<file path="src/design/lzmd_pkg.sv">
`default_nettype none
package lzmd_pkg;

  typedef enum logic [2:0] {
    KIND_LITERAL = 3'd0,
    KIND_MATCH   = 3'd1,
    KIND_FILTER  = 3'd2,
    KIND_NONE    = 3'd3,
    KIND_ERROR   = 3'd4
  } kind_t;

  localparam logic [8:0]  SYM_FILTER    = 9'd256;
  localparam logic [8:0]  SYM_REPEAT    = 9'd257;
  localparam logic [8:0]  SYM_RECENT    = 9'd258;
  localparam logic [8:0]  SYM_MATCH     = 9'd262;
  localparam logic [8:0]  SYM_LAST      = 9'd305;
  localparam logic [5:0]  LEN_SYM_LAST  = 6'd43;
  localparam logic [32:0] DIST_BONUS_HI = 33'h40000;
  localparam logic [32:0] DIST_BONUS_MD = 33'h2000;
  localparam logic [32:0] DIST_BONUS_LO = 33'h100;

  typedef struct packed {
    logic [8:0]  main_symbol;
    logic [5:0]  length_symbol;
    logic [8:0]  length_extra;
    logic [5:0]  offset_symbol;
    logic [25:0] offset_extra;
    logic [3:0]  low_offset_symbol;
    logic [31:0] filter_start_delta;
    logic [31:0] filter_length;
    logic [2:0]  filter_type;
    logic [5:0]  filter_channels;
  } token_t;

  typedef struct packed {
    kind_t       kind;
    logic [7:0]  literal_byte;
    logic [32:0] distance;
    logic [12:0] match_length;
    logic [63:0] filter_start;
    logic [31:0] filter_size;
    logic [1:0]  filter_kind;
    logic [5:0]  channel_count;
  } result_t;

  typedef struct packed {
    logic [3:0][32:0] recent;
    logic [12:0]      last_len;
    logic [63:0]      pos;
  } hist_t;

  // length code: short codes direct, longer ones base << bits plus extra
  function automatic logic [12:0] length_from_code(input logic [5:0] s,
                                                   input logic [8:0] extra);
    logic [3:0]  nb;
    logic [12:0] base;
    logic [12:0] mask;
    nb   = s[5:2] - 4'd1;
    base = {10'd0, 1'b1, s[1:0]} << nb;
    mask = (13'd1 << nb) - 13'd1;
    if (s < 6'd8) begin
      return {7'd0, s} + 13'd2;
    end
    return base + 13'd2 + ({4'd0, extra} & mask);
  endfunction

  function automatic logic [32:0] distance_from_code(input logic [5:0]  o,
                                                     input logic [25:0] extra,
                                                     input logic [3:0]  lowsym);
    logic [4:0]  nb;
    logic [4:0]  nb_hi;
    logic [32:0] base;
    logic [26:0] mask_hi;
    logic [3:0]  mask_lo;
    logic [32:0] low;
    nb      = o[5:1] - 5'd1;
    nb_hi   = nb - 5'd4;
    base    = {31'd0, 1'b1, o[0]} << nb;
    mask_hi = (27'd1 << nb_hi) - 27'd1;
    mask_lo = (4'd1 << nb[1:0]) - 4'd1;
    if (nb >= 5'd4) begin
      low = {3'd0, extra & mask_hi[25:0], lowsym};
    end else begin
      low = {29'd0, extra[3:0] & mask_lo};
    end
    if (o < 6'd4) begin
      return {27'd0, o} + 33'd1;
    end
    return base + low + 33'd1;
  endfunction

endpackage
`default_nettype wire

</file>
<file path="src/design/lz_match_token_decoder_core.sv">
`default_nettype none
// Decodes one pre-decoded LZ token per clock into a literal, match, filter,
// no-op or error beat. Tokens pass the input and then the result register;
// a new beat is taken every cycle while the result side keeps up. The four
// recent distances, last length and output position live in one register
// set updated as a token moves from the input register to the result
// register, so the throughput limit is that single decode stage.
module lz_match_token_decoder_core (
  input  wire logic        clk,
  input  wire logic        rst,
  input  wire logic        in_valid,
  output      logic        in_ready,
  input  wire logic [8:0]  main_symbol,
  input  wire logic [5:0]  length_symbol,
  input  wire logic [8:0]  length_extra,
  input  wire logic [5:0]  offset_symbol,
  input  wire logic [25:0] offset_extra,
  input  wire logic [3:0]  low_offset_symbol,
  input  wire logic [31:0] filter_start_delta,
  input  wire logic [31:0] filter_length,
  input  wire logic [2:0]  filter_type,
  input  wire logic [5:0]  filter_channels,
  output      logic        out_valid,
  input  wire logic        out_ready,
  output      logic [2:0]  kind,
  output      logic [7:0]  literal_byte,
  output      logic [32:0] distance,
  output      logic [12:0] match_length,
  output      logic [63:0] filter_start,
  output      logic [31:0] filter_size,
  output      logic [1:0]  filter_kind,
  output      logic [5:0]  channel_count
);
  import lzmd_pkg::*;

  token_t  tok;
  logic    tok_valid;
  result_t res;
  result_t res_next;
  hist_t   hist;
  hist_t   hist_next;
  logic    advance;

  assign advance  = !out_valid || out_ready;
  assign in_ready = !tok_valid || advance;

  lzmd_decode u_decode (
    .tok       (tok),
    .hist      (hist),
    .res       (res_next),
    .hist_next (hist_next)
  );

  always_ff @(posedge clk) begin
    if (rst) begin
      tok_valid <= 1'b0;
      out_valid <= 1'b0;
      hist      <= '0;
    end else begin
      if (in_ready) begin
        tok_valid <= in_valid;
      end
      if (advance) begin
        out_valid <= tok_valid;
        if (tok_valid) begin
          hist <= hist_next;
        end
      end
    end
  end

  always_ff @(posedge clk) begin
    if (in_valid && in_ready) begin
      tok <= '{main_symbol, length_symbol, length_extra, offset_symbol,
               offset_extra, low_offset_symbol, filter_start_delta,
               filter_length, filter_type, filter_channels};
    end
    if (advance && tok_valid) begin
      res <= res_next;
    end
  end

  assign kind          = res.kind;
  assign literal_byte  = res.literal_byte;
  assign distance      = res.distance;
  assign match_length  = res.match_length;
  assign filter_start  = res.filter_start;
  assign filter_size   = res.filter_size;
  assign filter_kind   = res.filter_kind;
  assign channel_count = res.channel_count;

  // history only moves when a token is retired
  a_hist_hold: assert property (@(posedge clk) disable iff (rst)
    !(tok_valid && advance) |=> $stable(hist))
    else $error("history changed with no token retired");

  a_mtf_head: assert property (@(posedge clk) disable iff (rst)
    (tok_valid && advance && res_next.kind == KIND_MATCH)
      |=> hist.recent[0] == $past(res_next.distance))
    else $error("match distance not at head of recent list");

  a_match_len: assert property (@(posedge clk) disable iff (rst)
    (out_valid && kind == KIND_MATCH) |-> match_length != 13'd0)
    else $error("match beat with zero length");

  a_nonmatch_zero: assert property (@(posedge clk) disable iff (rst)
    (out_valid && kind != KIND_MATCH) |-> (distance == 33'd0 && match_length == 13'd0))
    else $error("match fields set on non-match beat");

endmodule
`default_nettype wire

</file>
<file path="src/design/lzmd_decode.sv">
`default_nettype none
module lzmd_decode (
  input  lzmd_pkg::token_t  tok,
  input  lzmd_pkg::hist_t   hist,
  output lzmd_pkg::result_t res,
  output lzmd_pkg::hist_t   hist_next
);
  import lzmd_pkg::*;

  logic [5:0]  sym_off;
  logic [1:0]  idx;
  logic [32:0] match_dist;
  logic [12:0] len;
  logic        is_match;

  assign sym_off = 6'(tok.main_symbol - SYM_MATCH);
  assign idx     = 2'(tok.main_symbol - SYM_RECENT);

  always_comb begin
    res        = '0;
    res.kind   = KIND_ERROR;
    hist_next  = hist;
    match_dist = '0;
    len        = '0;
    is_match   = 1'b0;

    if (tok.main_symbol < SYM_FILTER) begin
      res.kind         = KIND_LITERAL;
      res.literal_byte = tok.main_symbol[7:0];
      hist_next.pos    = hist.pos + 64'd1;
    end else if (tok.main_symbol > SYM_LAST) begin
      res.kind = KIND_ERROR;
    end else if (tok.main_symbol == SYM_FILTER) begin
      if (!tok.filter_type[2]) begin
        res.kind          = KIND_FILTER;
        res.filter_start  = hist.pos + {32'd0, tok.filter_start_delta};
        res.filter_size   = tok.filter_length;
        res.filter_kind   = tok.filter_type[1:0];
        res.channel_count = (tok.filter_type == 3'd0) ? tok.filter_channels : 6'd0;
      end
    end else if (tok.main_symbol == SYM_REPEAT) begin
      if (hist.last_len == 13'd0) begin
        res.kind = KIND_NONE;
      end else begin
        match_dist = hist.recent[0];
        len        = hist.last_len;
        is_match   = 1'b1;
      end
    end else if (tok.main_symbol < SYM_MATCH) begin
      if (tok.length_symbol <= LEN_SYM_LAST) begin
        match_dist = hist.recent[idx];
        len        = length_from_code(tok.length_symbol, tok.length_extra);
        is_match   = 1'b1;
        // move-to-front: entries above idx stay put
        for (int i = 1; i < 4; i++) begin
          if (2'(i) <= idx) begin
            hist_next.recent[i] = hist.recent[i-1];
          end
        end
        hist_next.recent[0] = match_dist;
      end
    end else begin
      match_dist = distance_from_code(tok.offset_symbol, tok.offset_extra,
                                      tok.low_offset_symbol);
      len  = length_from_code(sym_off, tok.length_extra)
           + 13'(match_dist > DIST_BONUS_HI)
           + 13'(match_dist > DIST_BONUS_MD)
           + 13'(match_dist > DIST_BONUS_LO);
      is_match = 1'b1;
      hist_next.recent = {hist.recent[2:0], match_dist};
    end

    if (is_match) begin
      res.kind           = KIND_MATCH;
      res.distance       = match_dist;
      res.match_length   = len;
      hist_next.last_len = len;
      hist_next.pos      = hist.pos + {51'd0, len};
    end
  end

endmodule
`default_nettype wire
</file>
<file path="config.mk">
export PLATFORM = sky130hd
export DESIGN_NAME = lz_match_token_decoder_core
export DESIGN_NICKNAME = d
export VERILOG_FILES = /design/src/design/lzmd_pkg.sv /design/src/design/lz_match_token_decoder_core.sv /design/src/design/lzmd_decode.sv
export SDC_FILE = /design/constraint.sdc
export NUM_CORES = 1
export LEC_CHECK = 0
export BUFFER_PORTS_ARGS = -buffer_cell sky130_fd_sc_hd__buf_2
export CAP_MARGIN = 40
export CORE_MARGIN = 2
export CORE_UTILIZATION = 60
export CTS_CLUSTER_SIZE = 10
export DETAILED_ROUTE_END_ITERATION = 8
export GPL_TIMING_DRIVEN = 0
export PLACE_DENSITY = 0.78
export SYNTH_ARGS = -nofsm -noshare
export SYNTH_HDL_FRONTEND = slang
export SYNTH_SLANG_ARGS = --single-unit
</file>
<file path="constraint.sdc">
create_clock -name clk -period 11 [get_ports clk]
set_input_delay 1.1 -clock clk [delete_from_list [all_inputs] [get_ports clk]]
set_output_delay 1.1 -clock clk [all_outputs]
set_load 0.03 [all_outputs]
</file>
; ---- Word-level counts from Yosys, hierarchy flattened
; Index checks and enable logic that the tools add are counted.
[op_classes]
n_mux = 74
n_eq_ne = 6
n_bitwise = 10
reduce_logical = 20
n_lt_le_gt_ge = 15
addsub = 25
n_shift = 7
[op_table]
columns = operator, count
row1 = 2-to-1 mux 33 bit, 20
row2 = 2-to-1 mux 132 bit, 2
row3 = 2-to-1 mux 13 bit, 16
row4 = 2-to-1 mux 64 bit, 2
row5 = binary-select mux 33 bit (select 2 bit), 1
row6 = "adder 64 x 1 -> 64 bit, second input constant", 1
row7 = adder 64 x 13 -> 64 bit, 1
row8 = adder 64 x 32 -> 64 bit, 1
row9 = adder 13 x 1 -> 13 bit, 3
row10 = "adder 33 x 1 -> 33 bit, second input constant", 1
row11 = adder 33 bit, 1
row12 = "> comparator 33 x 14 -> 1 bit, second input constant", 1
row13 = "> comparator 33 x 19 -> 1 bit, second input constant", 1
row14 = "> comparator 33 x 9 -> 1 bit, second input constant", 1
row15 = << shifter 2 x 5 -> 33 bit, 1
row16 = 2-to-1 mux 30 bit, 1
row17 = 2-to-1 mux 1 bit, 27
row18 = adder 13 bit, 2
row19 = "adder 13 x 2 -> 13 bit, second input constant", 2
row20 = AND 26 bit, 1
row21 = AND 9 x 13 -> 13 bit, 2
row22 = "<< shifter 1 x 4 -> 13 bit, first input constant", 2
row23 = "<< shifter 1 x 5 -> 26 bit, first input constant", 1
row24 = << shifter 3 x 4 -> 13 bit, 2
row25 = 37 further kinds, 64
[word_totals]
inputBits = 137
ff_bits = 505
output_inout_bits = 163
word_cells = 185

; ---- Logic depth before layout (Yosys ltp)
; Gate-level depths: netlist (run 1).
[logic_depth]
depth_word = 30
ltp_mapped = 48

; ---- Cells and area by module
; Synthesis (run 1) repeated with hierarchy kept, for this count alone.
[unflattened]
cells_unflattened = 3499
hier_area_um2 = 33651.0
[by_module_without_submodules]
columns = mod, cells_per_inst, instances, area_per_inst_um2, seq_area_each_um2
row1 = lz_match_token_decoder_core, 1211, 1, 18445.2, 13052.5
row2 = lzmd_decode, 2288, 1, 15205.8, 0.0

; ---- Least setup slack after synthesis (run 1)
; Ideal clock, no wire load.
[synth_path]
kind = flip-flop to flip-flop
startpoint = register tok[105] (netlist name)
endpoint = register hist[47] (netlist name)
arrival_ns = 9.585
path_stages_with_launch = 46
slack_ns = 1.287
setup_ns = 0.128
path_buffers = 6
synth_period_minus_slack_ns = 9.713
cell_sequence = edfxtp_1 clkbuf_1 inv_1 ha_1 clkbuf_1 and3b_1 o22ai_1 a21oi_1 or2_2 clkbuf_1 nand3_1 ha_1 and3_1 clkbuf_1 nor3b_1 and2_1 nor4_1 a21oi_1 (+10 left out) nor3_1 fa_1 inv_1 ha_1 fa_1 o211ai_1 a21oi_1 ha_1 a21o_1 a21o_1 a2111oi_0 o31ai_1 a221oi_1 and4b_1 buf_2 nand2_1 xor2_1 nor2_1
[synth_between]
elab_chain_len = 30
word_cells_on_any_way = 46
[synth_lines]
columns = element, line_no
row1 = subtractor 5 x 1 -> 5 bit, lzmd_pkg.sv:76  ; nb = o[5:1] - 5'd1;
row2 = subtractor 5 x 3 -> 5 bit, lzmd_pkg.sv:77  ; nb_hi = nb - 5'd4;
row3 = << shifter 1 x 5 -> 26 bit, lzmd_pkg.sv:79  ; mask_hi = (27'd1 << nb_hi) - 27'd1;
row4 = subtractor 26 x 1 -> 26 bit, lzmd_pkg.sv:79
row5 = AND 26 bit, lzmd_pkg.sv:82  ; low = {3'd0, extra & mask_hi[25:0], lowsym};
row6 = 2-to-1 mux 30 bit, lzmd_pkg.sv:81  ; if (nb >= 5'd4) begin
row7 = 2-to-1 mux 33 bit, lzmd_decode.sv:49  ; end else if (tok.main_symbol < SYM_MATCH) begin
row8 = 2-to-1 mux 33 bit, lzmd_decode.sv:41  ; end else if (tok.main_symbol == SYM_REPEAT) begin
row9 = (+14 left out), --
row10 = adder 13 x 1 -> 13 bit (*), lzmd_decode.sv:68  ; + 13'(match_dist > DIST_BONUS_LO);
row11 = 2-to-1 mux 13 bit (*), lzmd_decode.sv:49
row12 = 2-to-1 mux 13 bit (*), lzmd_decode.sv:41
row13 = 2-to-1 mux 13 bit (*), lzmd_decode.sv:33  ; end else if (tok.main_symbol == SYM_FILTER) begin
row14 = 2-to-1 mux 13 bit (*), lzmd_decode.sv:31  ; end else if (tok.main_symbol > SYM_LAST) begin
row15 = 2-to-1 mux 13 bit (*), lzmd_decode.sv:27  ; if (tok.main_symbol < SYM_FILTER) begin
row16 = adder 64 x 13 -> 64 bit (*), lzmd_decode.sv:78  ; hist_next.pos = hist.pos + {51'd0, len};
row17 = 2-to-1 mux 64 bit (*), lzmd_decode.sv:73  ; if (is_match) begin
; Every way passes the cells marked *; elsewhere a longest branch is shown, timed or not. The select of a mux whose other input is x is not followed.
; A chain may end at the register's enable or synchronous reset.

; ---- Worst setup path after layout (run 1)
[layout_path]
startpoint = register tok[105] (netlist name)
endpoint = register hist[19] (netlist name)
[layout_between]
elab_chain_len = 30
word_cells_on_any_way = 46
[layout_lines]
columns = element, line_no
row1 = subtractor 5 x 1 -> 5 bit, lzmd_pkg.sv:76
row2 = subtractor 5 x 3 -> 5 bit, lzmd_pkg.sv:77
row3 = << shifter 1 x 5 -> 26 bit, lzmd_pkg.sv:79
row4 = subtractor 26 x 1 -> 26 bit, lzmd_pkg.sv:79
row5 = AND 26 bit, lzmd_pkg.sv:82
row6 = 2-to-1 mux 30 bit, lzmd_pkg.sv:81
row7 = 2-to-1 mux 33 bit, lzmd_decode.sv:49
row8 = 2-to-1 mux 33 bit, lzmd_decode.sv:41
row9 = (+14 left out), --
row10 = adder 13 x 1 -> 13 bit (*), lzmd_decode.sv:68
row11 = 2-to-1 mux 13 bit (*), lzmd_decode.sv:49
row12 = 2-to-1 mux 13 bit (*), lzmd_decode.sv:41
row13 = 2-to-1 mux 13 bit (*), lzmd_decode.sv:33
row14 = 2-to-1 mux 13 bit (*), lzmd_decode.sv:31
row15 = 2-to-1 mux 13 bit (*), lzmd_decode.sv:27
row16 = adder 64 x 13 -> 64 bit (*), lzmd_decode.sv:78
row17 = 2-to-1 mux 64 bit (*), lzmd_decode.sv:73
; Marks and branches as above.

==> results of run 1 <==
==> critical path, delay by kind of cell (launching register included) <==
kind | cells | cell delay [ns]
and+or+nand+nor | 15 | 3.16
DFF | 1 | 0.42
xor gates and xnor gates | 2 | 0.32
adders and majority gates | 7 | 2.23
buffers and inverters | 6 | 0.96
muxes | 1 | 0.35
AOI/OAI and AO/OA | 12 | 2.86
==> metal layers <==
| metal | vias up | GRT usage [%] |
|---|---|---|
| met4 | 0 | 17.5 |
| met3 | 288 | 5.89 |
| met5 | - | 0 |
| li1 | 12100 | - |
| met2 | 1404 | 59.0 |
| met1 | 12600 | 45.0 |
==> power by group through the flow <==
stage | combinational [uW] | clock, uW | sequential, uW
2_1_floorplan | 503 | 0 | 2190
3_3_place_gp | 801 | 0 | 2140
5_1_grt | 925 | 1830 | 2100
6_report | 860 | 1760 | 2100
4_1_cts | 836 | 1760 | 2100
3_5_place_dp | 824 | 0 | 2130
==> state kept, by name, summed over array words and instances (netlist names) <==
signal         count
tok_valid          1
channel_count      6
filter_start      64
tok              133
match_length      13
hist             209
kind               3
distance          33
literal_byte       8
filter_size       32
out_valid          1
filter_kind        2
==> final timing paths <==
check	end	slack, ns	start	cells after the start
worst min-delay path	hist[204]	0.46	hist[204]	2
worst max-delay path	hist[19]	0.51	tok[105]	43
worst min register to register	hist[204]	0.46	hist[204]	2
worst max register to register	hist[19]	0.51	tok[105]	43
==> what timing repair did <==
item,4_1_cts,5_1_grt
setup buffers,4,2
pin swaps,3,2
gates resized for setup,26,44
setup endpoints to repair,57,56
==> layout make-up <==
type                            instances  share of cell area [%]
Antenna cell                            3                  0.0226
Buffer                                162                    1.94
Clock buffer                          100                    4.90
Clock inverter                          4                   0.139
Inverter                               65                   0.757
Multi-Input combinational cell       2405                    45.5
Sequential cell                       505                    39.3
Tap cell                              615                    2.32
Timing Repair Buffer                  313                    5.08
==> cells in the final DEF (no fill, tap or decap), types with 14 or more instances in the layout <==
master | netlist | layout
sky130_fd_sc_hd__and2_1 | 60 | 58
sky130_fd_sc_hd__inv_1 | 64 | 63
sky130_fd_sc_hd__mux4_2 | 33 | 33
sky130_fd_sc_hd__xor2_1 | 56 | 56
sky130_fd_sc_hd__nor2b_1 | 24 | 24
sky130_fd_sc_hd__a31oi_1 | 16 | 16
sky130_fd_sc_hd__and3_1 | 23 | 22
sky130_fd_sc_hd__clkbuf_16 | 0 | 58
sky130_fd_sc_hd__a21oi_1 | 289 | 282
sky130_fd_sc_hd__o21bai_1 | 14 | 14
sky130_fd_sc_hd__o211ai_1 | 16 | 16
sky130_fd_sc_hd__nor4_1 | 23 | 23
sky130_fd_sc_hd__nand4_1 | 35 | 35
sky130_fd_sc_hd__o21ai_0 | 152 | 151
sky130_fd_sc_hd__xnor2_1 | 89 | 87
sky130_fd_sc_hd__o21a_1 | 18 | 18
sky130_fd_sc_hd__ha_1 | 143 | 141
sky130_fd_sc_hd__edfxtp_1 | 294 | 294
sky130_fd_sc_hd__a21o_1 | 32 | 32
sky130_fd_sc_hd__clkbuf_1 | 145 | 164
sky130_fd_sc_hd__nand2b_1 | 26 | 26
sky130_fd_sc_hd__dfxtp_1 | 211 | 211
sky130_fd_sc_hd__buf_2 | 2 | 303
sky130_fd_sc_hd__buf_1 | 19 | 17
sky130_fd_sc_hd__a22oi_1 | 30 | 30
sky130_fd_sc_hd__nor2_1 | 376 | 374
sky130_fd_sc_hd__nand3_1 | 57 | 57
sky130_fd_sc_hd__nor3_1 | 106 | 101
sky130_fd_sc_hd__a211oi_1 | 44 | 37
sky130_fd_sc_hd__nand2_1 | 438 | 438
sky130_fd_sc_hd__or2_2 | 21 | 20
sky130_fd_sc_hd__or3_1 | 51 | 51
==> cells by family (layout without fill, tap and decap cells) <==
| group | after synthesis | count (layout) | share of synthesized area, % |
|---|---|---|---|
| AO/OA/AOI/OAI | 748 | 748 | 16.1 |
| XOR/XNOR | 145 | 145 | 4.40 |
| adder cells (fa/ha/maj) | 150 | 150 | 6.68 |
| flip-flops | 505 | 505 | 45.2 |
| buffers and inverters | 235 | 644 | 3.12 |
| AND/OR/NAND/NOR | 1309 | 1309 | 21.2 |
| other | 0 | 3 | 0 |
| multiplexers | 53 | 53 | 3.31 |
==> per-stage QoR <==
| step | power, uW | hold slack (ns) | TNS [ns] | area, um^2 |
|---|---|---|---|---|
| CTS | 4690 | 0.455 | 0 | 33100 |
| finish | 4710 | 0.457 | 0 | 33200 |
| detailed placement | 2960 | 0.447 | -51.77 | 31300 |
| global placement | 2940 | 0.439 | -51.60 | 31100 |
| floorplan | 2700 | 0.433 | 0 | 28900 |
| global route | 4850 | 0.479 | 0 | 33200 |
==> impl_metrics.py, run 1 <==
metrics = {
    "finish": {
        "num-fill-cells": 3686,
        "multiInputGateArea_um2": 15100,
        "drive_gt1_share_pct": 14.8,
        "area.growth.synth_to_final_pct": 15.0,
        "utilization_pct": 69.7,
        "ff_latch_area_um2": 13100,
        "fin_nets": 3796,
        "final_cells": 4172,
    },
    "floorplanning": {
        "design.portCount": 300,
        "placementRows": 80,
        "die_area_um2": 49900,
        "core_region_area_um2": 47600,
        "fp.dieW_um": 223,
        "starting_density_pct": 60.6,
        "die_y_um": 223,
    },
    "placement": {
        "place.port_buffers": 298,
        "dp.cells": 4067,
        "place_ws_ns": -1.35,
        "finalWeightedCongestion": 0.959,
        "place.detailed.hpwl_mm": 66.8,
    },
    "synthesis": {
        "avgSynthCellArea_um2": 9.18,
        "synth-async-reset-ratio_pct": 0,
        "synth.cells.most_frequent": "438 x sky130_fd_sc_hd__nand2_1, 376 x sky130_fd_sc_hd__nor2_1, 294 x sky130_fd_sc_hd__edfxtp_1",
        "synth.cell_area_um2": 28900,
        "synth-seq-area-share_pct": 45.2,
        "number_of_flops_mapped_to_enable_cells_by_yosys": 294,
        "yosysWarningCount": 0,
        "postSynthRegisterBits": 505,
        "post_synth_top_area_share_pct": 30.6,
        "synthDominantAreaCellType": "sky130_fd_sc_hd__edfxtp_1",
        "synth.net_count": 3432,
        "synthMostInstantiatedCell": "sky130_fd_sc_hd__nand2_1",
        "synth_cell_types": 99,
        "synthFlopType": "sky130_fd_sc_hd__edfxtp_1",
        "synth_cells": 3145,
        "netlist_top_cells_area": "sky130_fd_sc_hd__edfxtp_1 31%, sky130_fd_sc_hd__dfxtp_1 15%, sky130_fd_sc_hd__ha_1 6.2%, sky130_fd_sc_hd__nand2_1 5.7%, sky130_fd_sc_hd__a21oi_1 5.0%",
    },
    "drt": {
        "route.detailed.wl_per_inst_um": 21.7,
        "detail_route.vias_per_cell": 6.33,
        "met3_wirelength_mm": 7.79,
        "drcViolationCount": 0,
        "wl_met1_mm": 36.3,
        "drtIter0Drc": 3123,
        "total_number_of_vias": 26400,
        "firstDrtPassIters": 6,
        "detail-route-antenna-nets": 0,
        "wirelength_mm": 90.7,
        "wl_met2_mm": 42.1,
        "highest_layer": "met4",
    },
    "critical_path": {
        "crit_arrival_ns": 10.96,
        "critical_path.most_common_cell": "sky130_fd_sc_hd__ha_1",
        "kind_of_capture_point_of_the_worst_setup_path": "flop",
        "critical-path-max-stage-delay_ns": 0.54,
        "cp_max_delay_cell": "sky130_fd_sc_hd__o41a_1",
        "start_kind": "flop",
        "setup.worst_path.class": "reg -> reg",
        "cp_max_fo": 10,
        "required_time_reported_for_the_critical_path_endpoint_ns": 11.47,
    },
    "global_route": {
        "grt_pass1_vias": 25500,
        "track_usage_pct": 35.4,
        "number_of_antenna_violations_at_the_first_check_in_global_routing": 2,
        "global_route.overflow_total": 0,
        "grt_start_max_net_pins": 87,
        "wire_length_of_the_first_global_routing_pass_mm": 139,
    },
    "timing": {
        "finalCriticalPeriod_ns": 10.49,
        "slew-limit-headroom_pct": 37.2,
        "final-hold-violation-count": 0,
        "final_critical_path_setup_slack_ns": 0.509,
        "grt_setup_unrepaired": "false",
        "final.period_utilization_pct": 95.4,
        "final_setup_fails": 0,
        "fmax_mhz": 95.3,
        "clock-skew-final_ns": 0.0426,
        "tightestPinTransition_ns": 0.935,
        "finalMaxSlewViolations": 0,
    },
    "power": {
        "pwr-share-comb_pct": 18.3,
        "clkPwrFrac_pct": 37.3,
        "worst_ir_drop_vdd_mv": 0.133,
        "cellPowerDensity_nw_per_um2": 142,
        "power.leakage_uw": 0.0123,
        "internal_power_uw": 3340,
        "p_sw_share_pct": 29.0,
        "pwr-share-seq_pct": 44.5,
        "total_switching_power_uw": 1370,
    },
    "cts": {
        "max-clock-path-buffers": 3,
        "clkLatencyLatePin_ns": 0.65,
        "clock_tree.htree_level_count": 2,
        "cts_inserted_buffers": 57,
        "clock-root-buffer": "sky130_fd_sc_hd__clkbuf_16",
        "cts_num_sinks": 505,
        "worst_setup_hold_path_clk_slew_ns": 0.07,
        "tritoncts_clock_tree": "built",
        "post_cts_hold_buffer_count": 0,
    },
    "worst_hold_path": {
        "hold_path.class": "reg -> reg",
    },
    "flow_run": {
        "max_cap_violations": 0,
    },
    "run_status": {
        "run_status": "finished clean",
    },
}
No activity file was read; power rests on OpenSTA's default activity.
==> run 2, diff against run 1 <==
- CELL_PAD_IN_SITES_DETAIL_PLACEMENT: unset -> 0
- CELL_PAD_IN_SITES_GLOBAL_PLACEMENT: unset -> 2
- CORE_MARGIN: 2 -> unset
- CORE_UTILIZATION: 60 -> 37
- PLACE_DENSITY: 0.78 -> 0.77
==> impl_metrics.py, run 2 (synthesis gave the netlist of run 1 again) <==
metrics = {
    "drt": {
        "total_number_of_vias": 25200,
        "detail_route.vias_per_cell": 5.47,
        "drcViolationCount": 1,
        "highest_layer": "met5",
        "wirelength_mm": 98.1,
        "detail-route-antenna-nets": 0,
        "wl_met1_mm": 44.3,
        "wl_met2_mm": 45.2,
        "met3_wirelength_mm": 5.27,
        "drtIter0Drc": 1634,
        "firstDrtPassIters": 7,
        "route.detailed.wl_per_inst_um": 21.3,
    },
    "worst_hold_path": {
        "hold_path.class": "reg -> reg",
        "hold_depth": 2,
    },
    "timing": {
        "tightestPinTransition_ns": 1.01,
        "clock-skew-final_ns": 0.0125,
        "fmax_mhz": 95.4,
        "hold_slack_ns": 0.453,
        "finalMaxSlewViolations": 0,
        "final.period_utilization_pct": 95.3,
        "final-hold-violation-count": 0,
        "final.setup.tns_ns": 0,
        "finalCriticalPeriod_ns": 10.48,
        "final_setup_fails": 0,
        "slew-limit-headroom_pct": 30.4,
    },
    "critical_path": {
        "cp.depth": 39,
        "required_time_reported_for_the_critical_path_endpoint_ns": 11.50,
        "critical-path-top-delay-family": "compound AO/OA/AOI/OAI gates",
        "start_kind": "flop",
        "setup.worst_path.class": "reg -> reg",
        "critical-path-max-stage-delay_ns": 0.68,
        "cp.buffers_inverters": 7,
        "cp_max_delay_cell": "sky130_fd_sc_hd__o41ai_4",
        "kind_of_capture_point_of_the_worst_setup_path": "flop",
        "reg2reg_depth": 39,
        "critical_path.most_common_cell": "sky130_fd_sc_hd__ha_1",
        "cp_max_fo": 10,
        "crit_arrival_ns": 10.98,
    },
    "cts": {
        "max-clock-path-buffers": 3,
        "worst_setup_hold_path_clk_slew_ns": 0.06,
        "cts_num_sinks": 505,
        "cts_inserted_buffers": 60,
        "tritoncts_clock_tree": "built",
        "clkLatencyLatePin_ns": 0.63,
        "clock_tree.htree_level_count": 2,
        "clock-root-buffer": "sky130_fd_sc_hd__clkbuf_16",
    },
    "power": {
        "worst_ir_drop_vdd_mv": 0.139,
        "power.leakage_uw": 0.0124,
        "cellPowerDensity_nw_per_um2": 143,
    },
    "global_route": {
        "track_usage_pct": 24.3,
        "grt_pass1_vias": 24700,
        "global_route.overflow_total": 0,
        "wire_length_of_the_first_global_routing_pass_mm": 147,
        "grt_start_max_net_pins": 83,
        "number_of_antenna_violations_at_the_first_check_in_global_routing": 6,
    },
    "run_status": {
        "run_status": "finished, violations left",
        "violations": "design-rule violations",
    },
    "finish": {
        "top_library_cells_by_usage_in_the_layout_fill_and_taps_aside": "437 x sky130_fd_sc_hd__nand2_1, 376 x sky130_fd_sc_hd__nor2_1, 303 x sky130_fd_sc_hd__buf_2",
        "drive_gt1_share_pct": 15.2,
        "num-fill-cells": 7659,
        "area.growth.synth_to_final_pct": 18.0,
        "largest_register": "hist",
        "fin_nets": 3807,
        "final_cells": 4610,
        "utilization_pct": 44.1,
        "layout.cell_area.non_filler_um2": 34100,
        "largest_reg_flops": 209,
        "final_common_cell": "sky130_fd_sc_hd__nand2_1",
    },
    "floorplanning": {
        "core_region_area_um2": 77300,
        "placementRows": 102,
        "design.portCount": 300,
        "fp.dieW_um": 281,
        "die_y_um": 281,
        "die_area_um2": 79200,
        "starting_density_pct": 37.3,
    },
    "flow_run": {
        "max_cap_violations": 0,
    },
    "placement": {
        "dp.cells": 4499,
        "finalWeightedCongestion": 0.882,
        "dpl_cell_area_um2": 31900,
        "place.port_buffers": 298,
        "place.detailed.hpwl_mm": 74.2,
    },
}
==> run 2: cell types whose count changed in the layout (fill, tap and decap cells not counted), sizes merged <==
cell,before,now
buf,338,345
bufinv,0,1
clkbuf,237,243
clkinv,3,4
diode,3,1
==> run 2: path summary, 6_finish.rpt <==
path | start | to | slack, ns
max | tok[105] | hist[47] | 0.52
min | hist[190] | hist[190] | 0.45
max reg2reg | tok[105] | hist[47] | 0.52
min reg2reg | hist[190] | hist[190] | 0.45
==> run 2: tightest hold or removal path: cells and delay by family (launching register included) <==
| family | cells | cell delay, ns |
|---|---|---|
| flip-flops | 1 | 0.31 |
| AND/OR/NAND/NOR | 1 | 0.05 |
| AO/OA/AOI/OAI | 1 | 0.05 |
==> run 2: power by group <==
group | switching, uW | total, uW | internal, uW
sequential | 26.2 | 2090 | 2070
combinational | 587 | 877 | 290
clock | 796 | 1910 | 1120
total | 1410 | 4880 | 3470
==> run 2: layout make-up <==
| class | count | area [um^2] | area share, % |
|---|---|---|---|
| Multi-Input combinational cell | 2405 | 15200 | 44.5 |
| Antenna cell | 1 | 2.50 | 0.00734 |
| Sequential cell | 505 | 13100 | 38.3 |
| Clock buffer | 105 | 1790 | 5.26 |
| Tap cell | 1040 | 1300 | 3.82 |
| Buffer | 162 | 644 | 1.89 |
| Inverter | 65 | 251 | 0.738 |
| Timing Repair Buffer | 321 | 1780 | 5.23 |
| Clock inverter | 6 | 67.6 | 0.198 |
==> run 2: stage by stage <==
stage                     worst slack (ns)  total power [uW]
after floorplan                       1.29              2700
after global placement               -1.68              2980
after detailed placement             -1.73              2990
after CTS                          0.00602              4920
after global routing               -0.0377              5080
final                                0.520              4880
==> run 2: per-layer routing <==
layer	vias to the layer above	global-route usage (%)
li1	12200	-
met1	12200	32.8
met2	770	40.0
met3	152	2.88
met4	2	8.54
met5	-	0
==> run 2: repair_timing <==
item	in CTS	in global routing
hold endpoints to repair	0	0
hold buffers	0	0
cloned	0	0
setup buffers	4	3
pin swaps	3	7
endpoints found under the setup margin	58	56
resized for setup	31	41
